[src/rtl/mlaq_pkg.sv]
// mlaq_pkg: shared constants, codes and types of the modem line assembler queue
// used by mlaq_mem, mlaq_ctrl and modem_line_assembler_queue; no dependencies
package mlaq_pkg;

	localparam int QUEUE_LINES_DEF = 8;
	localparam int LINE_BYTES_DEF  = 128;

	localparam logic [7:0] READ_LIMIT_RST = 8'd128;

	localparam logic [7:0] CH_PROMPT = 8'h3E;
	localparam logic [7:0] CH_CR     = 8'h0D;
	localparam logic [7:0] CH_LF     = 8'h0A;

	typedef enum logic [1:0] {
		OP_RECV  = 2'd0,
		OP_READ  = 2'd1,
		OP_CLEAR = 2'd2
	} op_t;

	typedef enum logic [1:0] {
		ST_IDLE,
		ST_READ,
		ST_COPY,
		ST_EMIT
	} state_t;

	typedef struct packed {
		logic [7:0] read_char;
		logic       last_char;
		logic       queue_empty;
		logic       line_pushed;
		logic       line_dropped;
		logic [3:0] lines_waiting;
	} res_t;

	// write enables of the three memories
	typedef struct packed {
		logic ls_we;
		logic ln_we;
		logic ab_we;
	} mem_we_t;

endpackage

[src/rtl/mlaq_ctrl.sv]
// mlaq_ctrl: sequencer for byte assembly, line copy, character read and clear
// drives the memories of mlaq_mem; uses mlaq_pkg
module mlaq_ctrl #(
	parameter int QUEUE_LINES = mlaq_pkg::QUEUE_LINES_DEF,
	parameter int LINE_BYTES  = mlaq_pkg::LINE_BYTES_DEF
) (
	input  logic                                       clk,
	input  logic                                       arst_n,
	input  logic [7:0]                                 read_limit,
	input  logic                                       in_valid,
	output logic                                       in_ready,
	input  logic [1:0]                                 opcode,
	input  logic [7:0]                                 byte_in,
	output logic                                       res_valid,
	input  logic                                       res_take,
	output mlaq_pkg::res_t                             res,
	output mlaq_pkg::mem_we_t                          we,
	output logic [$clog2(QUEUE_LINES*LINE_BYTES)-1:0] ls_waddr,
	output logic [7:0]                                 ls_wdata,
	output logic [$clog2(QUEUE_LINES*LINE_BYTES)-1:0] ls_raddr,
	input  logic [7:0]                                 ls_rdata,
	output logic [$clog2(QUEUE_LINES)-1:0]             ln_waddr,
	output logic [$clog2(LINE_BYTES)-1:0]              ln_wdata,
	output logic [$clog2(QUEUE_LINES)-1:0]             ln_raddr,
	input  logic [$clog2(LINE_BYTES)-1:0]              ln_rdata,
	output logic [$clog2(LINE_BYTES)-1:0]              ab_waddr,
	output logic [7:0]                                 ab_wdata,
	output logic [$clog2(LINE_BYTES)-1:0]              ab_raddr,
	input  logic [7:0]                                 ab_rdata
);

	localparam int ADDR_W = $clog2(QUEUE_LINES*LINE_BYTES);
	localparam int LEN_W  = $clog2(LINE_BYTES);
	localparam int SLOT_W = $clog2(QUEUE_LINES);
	localparam int CNT_W  = $clog2(QUEUE_LINES+1);
	localparam int CW     = ((LEN_W > 8) ? LEN_W : 8) + 1;

	localparam logic [ADDR_W-1:0] ROW      = ADDR_W'(LINE_BYTES);
	localparam logic [LEN_W-1:0]  IDX_FULL = LEN_W'(LINE_BYTES-1);
	localparam logic [SLOT_W-1:0] SLOT_TOP = SLOT_W'(QUEUE_LINES-1);
	localparam logic [CNT_W-1:0]  CNT_MAX  = CNT_W'(QUEUE_LINES);

	mlaq_pkg::state_t state_q, state_d;

	logic [LEN_W-1:0]  asm_idx_q, asm_idx_d;
	logic [SLOT_W-1:0] wr_slot_q, wr_slot_d;
	logic [SLOT_W-1:0] rd_slot_q, rd_slot_d;
	logic [CNT_W-1:0]  cnt_q, cnt_d;
	logic [LEN_W-1:0]  rd_pos_q, rd_pos_d;
	logic [LEN_W-1:0]  cp_q, cp_d;
	logic              cp_v_s1;
	logic [LEN_W-1:0]  cp_a_s1;
	mlaq_pkg::res_t    res_q, res_d;

	logic              room;
	logic              is_prompt;
	logic              is_term;
	logic              queue_asm;
	logic [7:0]        lim;
	logic [CW-1:0]     len_c, lim_c, pos_c, tlen;
	logic              fin;
	logic [SLOT_W-1:0] wr_slot_nx, rd_slot_nx;

	assign room       = (cnt_q < CNT_MAX);
	assign is_prompt  = (byte_in == mlaq_pkg::CH_PROMPT) && (asm_idx_q == '0);
	assign is_term    = (byte_in == mlaq_pkg::CH_CR) || (byte_in == mlaq_pkg::CH_LF);
	// terminator on a non-empty line, or a plain byte on a full line
	assign queue_asm  = is_term ? (asm_idx_q != '0) : (!is_prompt && asm_idx_q == IDX_FULL);
	assign wr_slot_nx = (wr_slot_q == SLOT_TOP) ? '0 : wr_slot_q + 1'b1;
	assign rd_slot_nx = (rd_slot_q == SLOT_TOP) ? '0 : rd_slot_q + 1'b1;

	// characters to return for the oldest line
	assign lim   = (read_limit == 8'd0) ? 8'd0 : read_limit - 8'd1;
	assign len_c = CW'(ln_rdata);
	assign lim_c = CW'(lim);
	assign pos_c = CW'(rd_pos_q);
	assign tlen  = (len_c < lim_c) ? len_c : lim_c;

	always_comb begin
		state_d   = state_q;
		asm_idx_d = asm_idx_q;
		wr_slot_d = wr_slot_q;
		rd_slot_d = rd_slot_q;
		cnt_d     = cnt_q;
		rd_pos_d  = rd_pos_q;
		cp_d      = cp_q;
		res_d     = res_q;
		in_ready  = 1'b0;
		res_valid = 1'b0;
		fin       = 1'b0;

		we.ls_we  = cp_v_s1;
		we.ln_we  = 1'b0;
		we.ab_we  = 1'b0;
		ls_raddr  = rd_slot_q * ROW + ADDR_W'(rd_pos_q);
		ls_waddr  = wr_slot_q * ROW + (cp_v_s1 ? ADDR_W'(cp_a_s1) : '0);
		ls_wdata  = cp_v_s1 ? ab_rdata : mlaq_pkg::CH_PROMPT;
		ln_raddr  = rd_slot_q;
		ln_waddr  = wr_slot_q;
		ln_wdata  = asm_idx_q;
		ab_raddr  = cp_q;
		ab_waddr  = asm_idx_q;
		ab_wdata  = byte_in;

		case (state_q)
			mlaq_pkg::ST_IDLE: begin
				in_ready = 1'b1;
				if (in_valid) begin
					res_d   = '0;
					state_d = mlaq_pkg::ST_EMIT;
					case (opcode)
						mlaq_pkg::OP_RECV: begin
							if (is_prompt) begin
								if (room) begin
									we.ls_we          = 1'b1;
									we.ln_we          = 1'b1;
									ln_wdata          = LEN_W'(1);
									wr_slot_d         = wr_slot_nx;
									cnt_d             = cnt_q + 1'b1;
									res_d.line_pushed = 1'b1;
								end else begin
									res_d.line_dropped = 1'b1;
								end
							end else if (queue_asm) begin
								if (room) begin
									cp_d    = '0;
									state_d = mlaq_pkg::ST_COPY;
								end else begin
									res_d.line_dropped = 1'b1;
									asm_idx_d          = '0;
								end
							end else if (!is_term) begin
								we.ab_we  = 1'b1;
								asm_idx_d = asm_idx_q + 1'b1;
							end
						end
						mlaq_pkg::OP_READ: begin
							if (cnt_q == '0) begin
								res_d.queue_empty = 1'b1;
							end else begin
								state_d = mlaq_pkg::ST_READ;
							end
						end
						mlaq_pkg::OP_CLEAR: begin
							wr_slot_d = '0;
							rd_slot_d = '0;
							cnt_d     = '0;
							rd_pos_d  = '0;
							asm_idx_d = '0;
						end
						default: begin
						end
					endcase
				end
			end
			mlaq_pkg::ST_READ: begin
				if (pos_c >= tlen) begin
					fin = 1'b1;
				end else begin
					res_d.read_char = ls_rdata;
					fin             = ((pos_c + 1'b1) >= tlen);
					rd_pos_d        = rd_pos_q + 1'b1;
				end
				if (fin) begin
					res_d.last_char = 1'b1;
					rd_pos_d        = '0;
					rd_slot_d       = rd_slot_nx;
					cnt_d           = cnt_q - 1'b1;
				end
				state_d = mlaq_pkg::ST_EMIT;
			end
			mlaq_pkg::ST_COPY: begin
				// read issued here, store write in the following cycle from the s1 stage
				if (cp_q != asm_idx_q) begin
					cp_d = cp_q + 1'b1;
				end else begin
					we.ln_we          = 1'b1;
					wr_slot_d         = wr_slot_nx;
					cnt_d             = cnt_q + 1'b1;
					asm_idx_d         = '0;
					res_d.line_pushed = 1'b1;
					state_d           = mlaq_pkg::ST_EMIT;
				end
			end
			mlaq_pkg::ST_EMIT: begin
				res_valid = 1'b1;
				if (res_take) begin
					state_d = mlaq_pkg::ST_IDLE;
				end
			end
			default: begin
				state_d = mlaq_pkg::ST_IDLE;
			end
		endcase
	end

	always_comb begin
		res               = res_q;
		res.lines_waiting = 4'(cnt_q);
	end

	always_ff @(posedge clk or negedge arst_n) begin
		if (!arst_n) begin
			state_q   <= mlaq_pkg::ST_IDLE;
			asm_idx_q <= '0;
			wr_slot_q <= '0;
			rd_slot_q <= '0;
			cnt_q     <= '0;
			rd_pos_q  <= '0;
			cp_q      <= '0;
			cp_v_s1   <= 1'b0;
		end else begin
			state_q   <= state_d;
			asm_idx_q <= asm_idx_d;
			wr_slot_q <= wr_slot_d;
			rd_slot_q <= rd_slot_d;
			cnt_q     <= cnt_d;
			rd_pos_q  <= rd_pos_d;
			cp_q      <= cp_d;
			cp_v_s1   <= (state_q == mlaq_pkg::ST_COPY) && (cp_q != asm_idx_q);
		end
	end

	always_ff @(posedge clk) begin
		res_q   <= res_d;
		cp_a_s1 <= cp_q;
	end

`ifndef SYNTH
	a_cnt_bound: assert property (@(posedge clk) disable iff (!arst_n)
		cnt_q <= CNT_MAX)
		else $error("queued line count above queue depth");

	a_asm_bound: assert property (@(posedge clk) disable iff (!arst_n)
		asm_idx_q <= IDX_FULL)
		else $error("assembly index past line size");

	a_copy_room: assert property (@(posedge clk) disable iff (!arst_n)
		state_q == mlaq_pkg::ST_COPY |-> cnt_q < CNT_MAX)
		else $error("line copy started into a full queue");

	a_empty_slots: assert property (@(posedge clk) disable iff (!arst_n)
		cnt_q == '0 |-> wr_slot_q == rd_slot_q)
		else $error("empty queue with split slot pointers");

	a_copy_drain: assert property (@(posedge clk) disable iff (!arst_n)
		state_q == mlaq_pkg::ST_COPY && cp_q == asm_idx_q |=> !cp_v_s1)
		else $error("store write pending after line copy finished");
`endif

endmodule

[config.mk]
export PLATFORM = sky130hd
export DESIGN_NAME = mlaq_ctrl
export DESIGN_NICKNAME = d
export VERILOG_FILES = /design/src/rtl/mlaq_pkg.sv /design/src/rtl/mlaq_ctrl.sv
export SDC_FILE = /design/constraint.sdc
export NUM_CORES = 1
export LEC_CHECK = 0
export BUFFER_PORTS_ARGS = -buffer_cell sky130_fd_sc_hd__buf_2
export CAP_MARGIN = 20
export CORE_UTILIZATION = 48
export CTS_BUF_LIST = sky130_fd_sc_hd__clkbuf_16
export DETAILED_ROUTE_END_ITERATION = 16
export GPL_ROUTABILITY_DRIVEN = 0
export PLACE_DENSITY = 0.8
export SYNTH_ARGS = -nofsm -noshare
export SYNTH_HDL_FRONTEND = slang
export SYNTH_SLANG_ARGS = --single-unit
[constraint.sdc]
create_clock -name clk -period 3.02 [get_ports clk]
set_input_delay 0.453 -clock clk [delete_from_list [all_inputs] [get_ports clk]]
set_output_delay 0.453 -clock clk [all_outputs]
set_load 0.005 [all_outputs]
==> results.yml, run 1 <==
outcome:
  outcome: "complete, but fails checks"
  violations: "setup timing"
sta:
  post-route-worst-setup-slack_ns: -1.23
  hold_viol: 0
  tightest_slew_ns: 0.799
  hold_ws_ns: 0.237
  rsz0062_at_grt: "true"
  min_period_over_period_pct: 141
  fin_skew_ns: 0.00551
  setup_violations: 23
  slew_headroom_pct: 46.7
  fin_crit_ns: 4.25
  slew_violations: 0
  max_freq_mhz: 236
setup_path:
  crit_family: "compound AO/OA/AOI/OAI gates"
  worstPathArrival_ns: 4.43
  crit_buf_inv: 2
  critPathKind: "in2reg"
  start_kind: "input pin"
  crit_required_ns: 3.20
  cp-end-kind: "register"
  critPathMaxFanout: 7
  cp_slowest_stage_delay_ns: 0.39
  worst_path_max_delay_cell: "or3b_4"
  cp_cell_sequence: "buf_8 > inv_6 > ha_4 > or3b_4 > nor3_4 > nand2b_4 > ha_4 > o211ai_1 > a21oi_2 > o21ai_2 > a21oi_4 > mux2i_2 > ha_1 > a21o_1 > a21o_1 > a221oi_2 > o31ai_1 > a31oi_1 > o21ai_4 > and2_4 > mux2_4"
logic_synthesis:
  avgSynthCellArea_um2: 8.92
  synthDistinctLibCells: 67
  synth_nets: 522
  synth_flop_cell: "dfrtp_1"
  synth_edf_count: 12
  yosysWarnings: 0
  netlist_area_mm2: 0.00393
  ys_seq_elements: 53
  async_flop_share_pct: 64.2
  yosysTopAreaCell: "dfrtp_1"
  syn_inst: 440
  synth_area_leaders: "dfrtp_1 (22%), ha_1 (12%), edfxtp_1 (9.2%)"
  synth.top_cell.area_share_pct: 21.7
  yosysSeqAreaShare_pct: 34.4
final_layout:
  fin_area_mm2: 0.00536
  finalNetCount: 683
  area.growth.synth_to_final_pct: 36.6
  drive_gt1_share_pct: 39.5
  antennaDiodeCount: 0
  final_core_util_pct: 68.7
power_and_ir_drop:
  vdd_drop_max_mv: 0.632
  power_mw: 3.91
  p_leak_nw: 2.73
  powerDensity_mw_per_mm2: 730
grt:
  grt_pass1_wl_um: 16500
  met1_usage_pct: 29.7
  grt-ovfl-total: 0
  grt_max_degree: 35
  grt_use_met2_pct: 42.5
  grt_pass1_vias: 3657
  grtUsageTotal_pct: 23.7
  use_met3_pct: 3.37
  gr-max-usage-layer: "met2"
  antenna_found_initial: 0
placement:
  place_area_mm2: 0.00502
  post-place-ws_ns: -1.61
  io_buffers: 128
  hpwl_um: 7700
drt:
  drc: 0
  drtPass1Iterations: 4
  wl_per_cell_um: 14.5
  vias: 3787
  viasPerCell: 5.38
  drtAntennaViolNets: 0
  drtIter0Drc: 135
  wirelength_um: 10200
die:
  die_w_um: 92.4
  core_mm2: 0.00781
  rows: 32
  die_h_um: 92.4
  start_util_pct: 50.3
  dieArea_mm2: 0.00854
  ios: 129
clock_network:
  clockBufferDepth: 2
  cts_tree: "done"
  clk-insertion-delay-late_ns: 0.29
  numClockSinks: 53
  htreeDepth: 2
  path_clk_slew_ns: 0.07
  root_buffer: "clkbuf_16"
  cts_buffers: 5
  hold_buffers: 0
min_path:
  hold_class: "in2async"
run:
  max-cap-violations: 0
-- registers in the layout, indices dropped and copies added, names as in the netlist --
register	count
ab_raddr	7
ab_waddr	7
cnt_q	4
cp_a_s1	7
cp_v_s1	1
ln_raddr	3
ln_waddr	3
rd_pos_q	7
res	12
state_q	2
-- cell usage after synthesis (3+ instances only) --
| library cell | instances |
|---|---|
| nand2b_1 | 14 |
| dfxtp_1 | 7 |
| nand3_1 | 12 |
| o21a_1 | 3 |
| a21boi_0 | 4 |
| dfrtp_1 | 34 |
| o31ai_1 | 4 |
| nor2_1 | 25 |
| nor3_1 | 14 |
| o21ai_1 | 3 |
| or2_2 | 3 |
| xor2_1 | 6 |
| o21ai_0 | 23 |
| and2_1 | 19 |
| mux2i_1 | 10 |
| nor4_1 | 3 |
| a21o_1 | 10 |
| nor3b_1 | 3 |
| or3_1 | 3 |
| xnor2_1 | 10 |
| inv_1 | 28 |
| and3_1 | 5 |
| nand4_1 | 4 |
| buf_4 | 14 |
| nand2_1 | 41 |
| clkbuf_1 | 12 |
| ha_1 | 37 |
| a21oi_1 | 20 |
| a31oi_1 | 5 |
| edfxtp_1 | 12 |
-- metrics by stage --
step / setup TNS (ns) / std cells
3_5_place_dp: -35.27 / 686
5_1_grt: -31.27 / 704
4_1_cts: -25.31 / 701
2_1_floorplan: -25.54 / 440
6_report: -26.42 / 704
3_3_place_gp: -32.42 / 686
-- worst reg2reg max path: stages, from the launching register on --
cell and delay [ns]:
dfrtp_1 0.50, ha_1 0.32, nand3_1 0.12, xnor2_1 0.24, ha_1 0.29, and4_1 0.18
a221oi_2 0.26, o31ai_1 0.10, a31oi_1 0.25, o21ai_4 0.14, and2_4 0.18, mux2_4 0.29
-- kinds of logic (layout without fill, tap and decap cells) --
family / Yosys count / in the layout / synth area share (%)
other: 1 / 1 / 0.0955
AO/OA/AOI/OAI: 101 / 101 / 17.2
AND/OR/NAND/NOR: 161 / 161 / 22.0
buffers and inverters: 57 / 219 / 7.01
flip-flops: 53 / 53 / 34.4
adder cells (fa/ha/maj): 37 / 37 / 11.8
XOR/XNOR: 16 / 16 / 3.57
multiplexers: 14 / 14 / 3.89
-- power breakdown --
part	total [mW]	internal [mW]	leakage [nW]	switching [mW]
combinational	2.12	0.974	2.02	1.15
clock	0.601	0.318	0.0763	0.283
sequential	1.19	0.975	0.628	0.218
-- layout make-up --
type / instances / area [um2]
Multi-Input combinational cell: 330 / 2510
Fill cell: 636 / 2440
Sequential cell: 53 / 1350
Timing Repair Buffer: 183 / 1090
Tap cell: 102 / 128
Clock buffer: 5 / 125
Inverter: 28 / 123
Clock inverter: 3 / 28.8
-- repair_timing --
item | CTS | global route
endpoints found under the setup margin | 23 | 23
buffers inserted | 7 | 3
gates resized for setup | 13 | 12
pin swaps | 14 | 10
-- path summary, 6_finish.rpt --
path | from | endpoint | slack (ns) | cells after the start
worst min register to register | ab_raddr[6] | cp_a_s1[6] | 0.49 | 0
min in group clk | ls_rdata[0] | res[8] | 0.44 | 2
max in group asynchronous | arst_n | ab_waddr[0] | 2.27 | 1
worst max register to register | rd_pos_q[1] | ln_raddr[0] | 0.04 | 11
worst min-delay path | arst_n | ln_waddr[1] | 0.24 | 1
worst max-delay path | read_limit[0] | ln_raddr[0] | -1.23 | 21
-- routing by layer --
metal  up-vias  wire length, um
met4         0              161
met2       113             5220
met1      1796             4320
met3        14              477
li1       1864                -
met5         -                0
-- cells in the final DEF, fill, tap and decap left out, types with 5 or more instances in the layout --
| cell type | instances |
|---|---|
| dfxtp_1 | 7 |
| a21o_1 | 10 |
| clkbuf_16 | 5 |
| mux2i_1 | 9 |
| nand2_1 | 41 |
| buf_4 | 52 |
| and3_1 | 5 |
| nand3_1 | 11 |
| o21ai_2 | 6 |
| a21oi_1 | 14 |
| a31oi_1 | 5 |
| inv_1 | 26 |
| xor2_1 | 6 |
| nor3_1 | 12 |
| dfrtp_1 | 34 |
| and2_1 | 19 |
| edfxtp_1 | 12 |
| nor2_1 | 24 |
| nand2b_1 | 10 |
| o21ai_0 | 18 |
| buf_2 | 126 |
| ha_1 | 33 |
| xnor2_1 | 10 |
Note: power is estimated with default switching activity, not from simulation.
==> run 2, diff against run 1 <==
--- a/config.mk
+++ b/config.mk
@@ -12,6 +12,7 @@
 export DETAILED_ROUTE_END_ITERATION = 16
 export GPL_ROUTABILITY_DRIVEN = 0
 export PLACE_DENSITY = 0.8
+export REMOVE_ABC_BUFFERS = 1
 export SYNTH_ARGS = -nofsm -noshare
 export SYNTH_HDL_FRONTEND = slang
 export SYNTH_SLANG_ARGS = --single-unit
==> results.yml, run 2 (synthesized netlist as in run 1, its figures left out) <==
final_layout:
  largest_reg_flops: 12
  drive_gt1_share_pct: 41.5
  layout_common_cells: "buf_2 (125), buf_4 (54), nand2_1 (41)"
  final_common_cell: "buf_2"
  fin_area_mm2: 0.00545
  finalNetCount: 688
  area.growth.synth_to_final_pct: 38.9
  antennaDiodeCount: 0
setup_path:
  cp-end-kind: "register"
  r2r_end: "cnt_q[0]"
  path_depth: 19
  start_kind: "input pin"
  r2r_setup_slack_ns: -0.02
  crit_buf_inv: 3
  crit_family: "compound AO/OA/AOI/OAI gates"
  cp_slowest_stage_delay_ns: 0.40
  worstPathArrival_ns: 4.47
  cp_cell_sequence: "buf_2 > or3_4 > nor3b_2 > mux2i_2 > ha_1 > nand3_2 > a21oi_2 > o21ai_2 > a21oi_2 > buf_6 > mux2i_4 > buf_4 > ha_1 > a21o_1 > a21o_1 > a221oi_4 > o21ai_4 > and2_4 > mux2_4"
  crit_required_ns: 3.19
  critPathKind: "in2reg"
  reg2regPathDepth: 11
  critPathMaxFanout: 6
  worst_path_max_delay_cell: "or3_4"
  r2r-start: "rd_pos_q[0]"
grt:
  grt_pass1_wl_um: 17900
  grtUsageTotal_pct: 25.9
  grt_pass1_vias: 3864
  grt_max_degree: 35
  antenna_found_initial: 0
  grt-ovfl-total: 0
run:
  max-cap-violations: 0
sta:
  post-route-worst-setup-slack_ns: -1.28
  fin_crit_ns: 4.30
  hold_viol: 0
  min_period_over_period_pct: 142
  slew_violations: 0
  setup_violations: 23
  fin_skew_ns: 0.00856
  tightest_slew_ns: 0.806
  rsz0062_at_grt: "true"
  slew_headroom_pct: 46.3
  max_freq_mhz: 232
  setup_tns_ns: -27.88
  hold_ws_ns: 0.248
clock_network:
  path_clk_slew_ns: 0.07
  hold_buffers: 0
  numClockSinks: 53
  htreeDepth: 2
  root_buffer: "clkbuf_16"
  clk-insertion-delay-late_ns: 0.29
  cts_buffers: 5
  cts_tree: "done"
  clockBufferDepth: 2
placement:
  place_area_mm2: 0.00493
  io_buffers: 128
  hpwl_um: 8210
die:
  start_util_pct: 50.3
  core_mm2: 0.00781
  rows: 32
  ios: 129
  die_h_um: 92.4
  die_w_um: 92.4
  dieArea_mm2: 0.00854
drt:
  drtPass1Iterations: 5
  vias: 4065
  wl_per_cell_um: 16.5
  drc: 0
  drtIter0Drc: 309
  viasPerCell: 5.73
  wirelength_um: 11700
  drtAntennaViolNets: 0
power_and_ir_drop:
  p_seq_share_pct: 29.1
  pwr-share-clk_pct: 16.0
  p_comb_share_pct: 54.9
  power_mw: 4.00
  vdd_drop_max_mv: 0.477
  swShare_pct: 41.3
  p_switching_mw: 1.65
  intPower_mw: 2.35
  powerDensity_mw_per_mm2: 734
  p_leak_nw: 2.76
min_path:
  hold_class: "in2async"
outcome:
  violations: "setup timing"
  outcome: "complete, but fails checks"
## run 2: changes by cell type in the layout (fill, tap and decap cells not counted), sizes merged
cell	delta
buf	+5
bufinv	+1
clkinv	-1
## run 2: per-layer routing
| layer | track usage [%] | vias up | wire length [um] |
|---|---|---|---|
| met5 | 0 | - | 0 |
| met4 | 10.7 | 0 | 401 |
| li1 | - | 1883 | - |
| met3 | 3.86 | 49 | 711 |
| met2 | 44.8 | 209 | 5800 |
| met1 | 32.0 | 1924 | 4770 |
## run 2: final cells by class
class	instances	area, um2
clock buffer	5	125
clock inverter	3	40.0
fill	559	2350
inverter	28	113
multi-input combinational	330	2560
sequential	53	1350
tap	102	128
timing repair buffer	188	1140
## run 2: worst max-delay path by stage
stage	from	end	slack, ns
after floorplan	read_limit[0]	res[10]	-1.84
after global placement	read_limit[3]	cnt_q[0]	-1.46
after detailed placement	read_limit[0]	cnt_q[0]	-1.62
after CTS	read_limit[1]	res[10]	-1.19
after global routing	read_limit[2]	cnt_q[0]	-1.41
final	read_limit[4]	cnt_q[0]	-1.28
## run 2: power groups by stage
stage / sequential, mW / combinational [mW] / clock, mW
2_1_floorplan: 1.18 / 1.14 / 0
3_5_place_dp: 1.17 / 1.97 / 0
5_1_grt: 1.19 / 2.41 / 0.670
3_3_place_gp: 1.16 / 1.90 / 0
4_1_cts: 1.16 / 2.09 / 0.646
6_report: 1.16 / 2.20 / 0.642
## run 2: timing repair
item	in CTS	in global routing
setup endpoints to repair	23	23
pin swaps	17	12
gates resized for setup	42	25
buffers inserted	5	1
## run 2: metrics by stage
stage / util, % / std cells / setup WS, ns
floorplan: - / 411 / -1.84
global placement: 63.1 / 695 / -1.46
detailed placement: 63.1 / 695 / -1.62
CTS: 68.2 / 708 / -1.19
global route: 69.8 / 709 / -1.41
finish: 69.8 / 709 / -1.28
==> run 3, diff against run 2 <==
--- a/config.mk
+++ b/config.mk
@@ -11,7 +11,7 @@
 export CTS_BUF_LIST = sky130_fd_sc_hd__clkbuf_16
 export DETAILED_ROUTE_END_ITERATION = 16
 export GPL_ROUTABILITY_DRIVEN = 0
-export PLACE_DENSITY = 0.8
+export PLACE_DENSITY = 0.77
 export REMOVE_ABC_BUFFERS = 1
 export SYNTH_ARGS = -nofsm -noshare
 export SYNTH_HDL_FRONTEND = slang
==> results.yml, run 3 (synthesized netlist as in run 1, its figures left out) <==
final_layout:
  area.growth.synth_to_final_pct: 39.5
  final_core_util_pct: 70.1
  drive_gt1_share_pct: 40.6
  multi_input_area_mm2: 0.00256
  antennaDiodeCount: 0
  fillCellCount: 583
  finalNetCount: 692
  regArea_mm2: 0.00135
  final_common_cell: "buf_2"
  layout_common_cells: "buf_2 (124), buf_4 (59), nand2_1 (40)"
  fin_area_mm2: 0.00548
  largest_reg_flops: 12
setup_path:
  critPathKind: "in2reg"
  cp_slowest_stage_delay_ns: 0.41
  r2r_setup_slack_ns: 0
  start_kind: "input pin"
  reg2regPathDepth: 11
  critPathMaxFanout: 7
  r2r-start: "rd_pos_q[0]"
  r2r_end: "cnt_q[0]"
  crit_required_ns: 3.20
  worst_path_max_delay_cell: "or3b_4"
  worstPathArrival_ns: 4.70
  crit_buf_inv: 4
  cp-end-kind: "register"
  crit_family: "compound AO/OA/AOI/OAI gates"
  cp_cell_sequence: "buf_6 > inv_4 > ha_4 > or3b_4 > nor3_4 > nor2_1 > inv_1 > ha_4 > a21o_1 > a21oi_2 > a21oi_2 > buf_6 > o21ai_0 > ha_1 > and4_1 > a221oi_2 > o31ai_1 > a31oi_1 > o21ai_4 > and2_4 > mux2_4"
sta:
  tightest_slew_ns: 0.797
  setup_violations: 23
  rsz0062_at_grt: "true"
  setup_tns_ns: -31.51
  max_freq_mhz: 221
  fin_skew_ns: 0.00782
  fin_crit_ns: 4.52
  min_period_over_period_pct: 150
  slew_violations: 0
  hold_viol: 0
  post-route-worst-setup-slack_ns: -1.50
  slew_headroom_pct: 46.9
placement:
  post-place-ws_ns: -1.63
  hpwl_um: 8030
  io_buffers: 128
  place_area_mm2: 0.00493
grt:
  grt_pass1_wl_um: 17400
  antenna_found_initial: 0
  grt_max_degree: 35
  grtUsageTotal_pct: 25.4
  grt_pass1_vias: 3755
  grt-ovfl-total: 0
power_and_ir_drop:
  powerDensity_mw_per_mm2: 718
  vdd_drop_max_mv: 0.507
  p_leak_nw: 2.75
clock_network:
  hold_buffers: 0
  root_buffer: "clkbuf_16"
  clockBufferDepth: 2
  htreeDepth: 2
  path_clk_slew_ns: 0.08
  cts_tree: "done"
  cts_buffers: 5
  numClockSinks: 53
  clk-insertion-delay-late_ns: 0.29
die:
  die_h_um: 92.4
  rows: 32
  core_mm2: 0.00781
  dieArea_mm2: 0.00854
  start_util_pct: 50.3
  die_w_um: 92.4
  ios: 129
drt:
  wirelength_um: 12000
  drtAntennaViolNets: 0
  wl_per_cell_um: 16.8
  vias: 4038
  drtIter0Drc: 194
  viasPerCell: 5.66
  drtPass1Iterations: 5
  drc: 0
run:
  max-cap-violations: 0
outcome:
  outcome: "complete, but fails checks"
  violations: "setup timing"
min_path:
  hold_class: "in2async"
==> run 3: what timing repair did <==
action                                  4_1_cts  5_1_grt
endpoints found under the setup margin       23       23
gates resized for setup                      30       29
gates cloned                                  0        0
endpoints found under the hold margin         0        0
buffers inserted                              5        5
pin swaps                                    15       20
==> run 3: worst max-delay path by stage <==
stage                  start        to  slack [ns]  cells past startpoint
2_1_floorplan  read_limit[0]   res[10]       -1.84                     18
3_3_place_gp   read_limit[3]  cnt_q[0]       -1.47                     18
4_1_cts        read_limit[1]  cnt_q[0]       -1.18                     22
5_1_grt        read_limit[1]  cnt_q[0]       -1.61                     23
3_5_place_dp   read_limit[1]  cnt_q[0]       -1.63                     22
6_report       read_limit[1]  cnt_q[0]       -1.50                     21
==> run 3: area by class of cell <==
type / instances / share of cell area (%)
Inverter: 28 / 2.01
Tap cell: 102 / 2.33
Timing Repair Buffer: 192 / 21.3
Clock buffer: 5 / 2.29
Multi-Input combinational cell: 330 / 46.8
Clock inverter: 3 / 0.617
Sequential cell: 53 / 24.7
==> run 3: metrics by stage <==
stage | cells | power, mW | hold slack [ns]
after floorplan | 411 | 2.32 | 0.157
after global placement | 695 | 3.07 | 0.490
after detailed placement | 695 | 3.14 | 0.473
after CTS | 708 | 3.83 | 0.267
after global routing | 713 | 4.24 | 0.310
final | 713 | 3.93 | 0.233
==> run 3: power by group <==
group / total [mW] / leakage, nW / internal (mW) / switching [mW]
Sequential: 1.17 / 0.628 / 0.975 / 0.193
Clock: 0.599 / 0.0767 / 0.318 / 0.281
Combinational: 2.16 / 2.05 / 0.973 / 1.19
==> run 3: per-layer routing <==
metal / vias up / global-route usage (%) / part of all wire (%)
li1: 1891 / - / -
met1: 1912 / 31.1 / 40
met2: 200 / 46.0 / 51
met3: 35 / 3.69 / 5.5
met4: 0 / 7.16 / 2.9
met5: - / 0 / 0
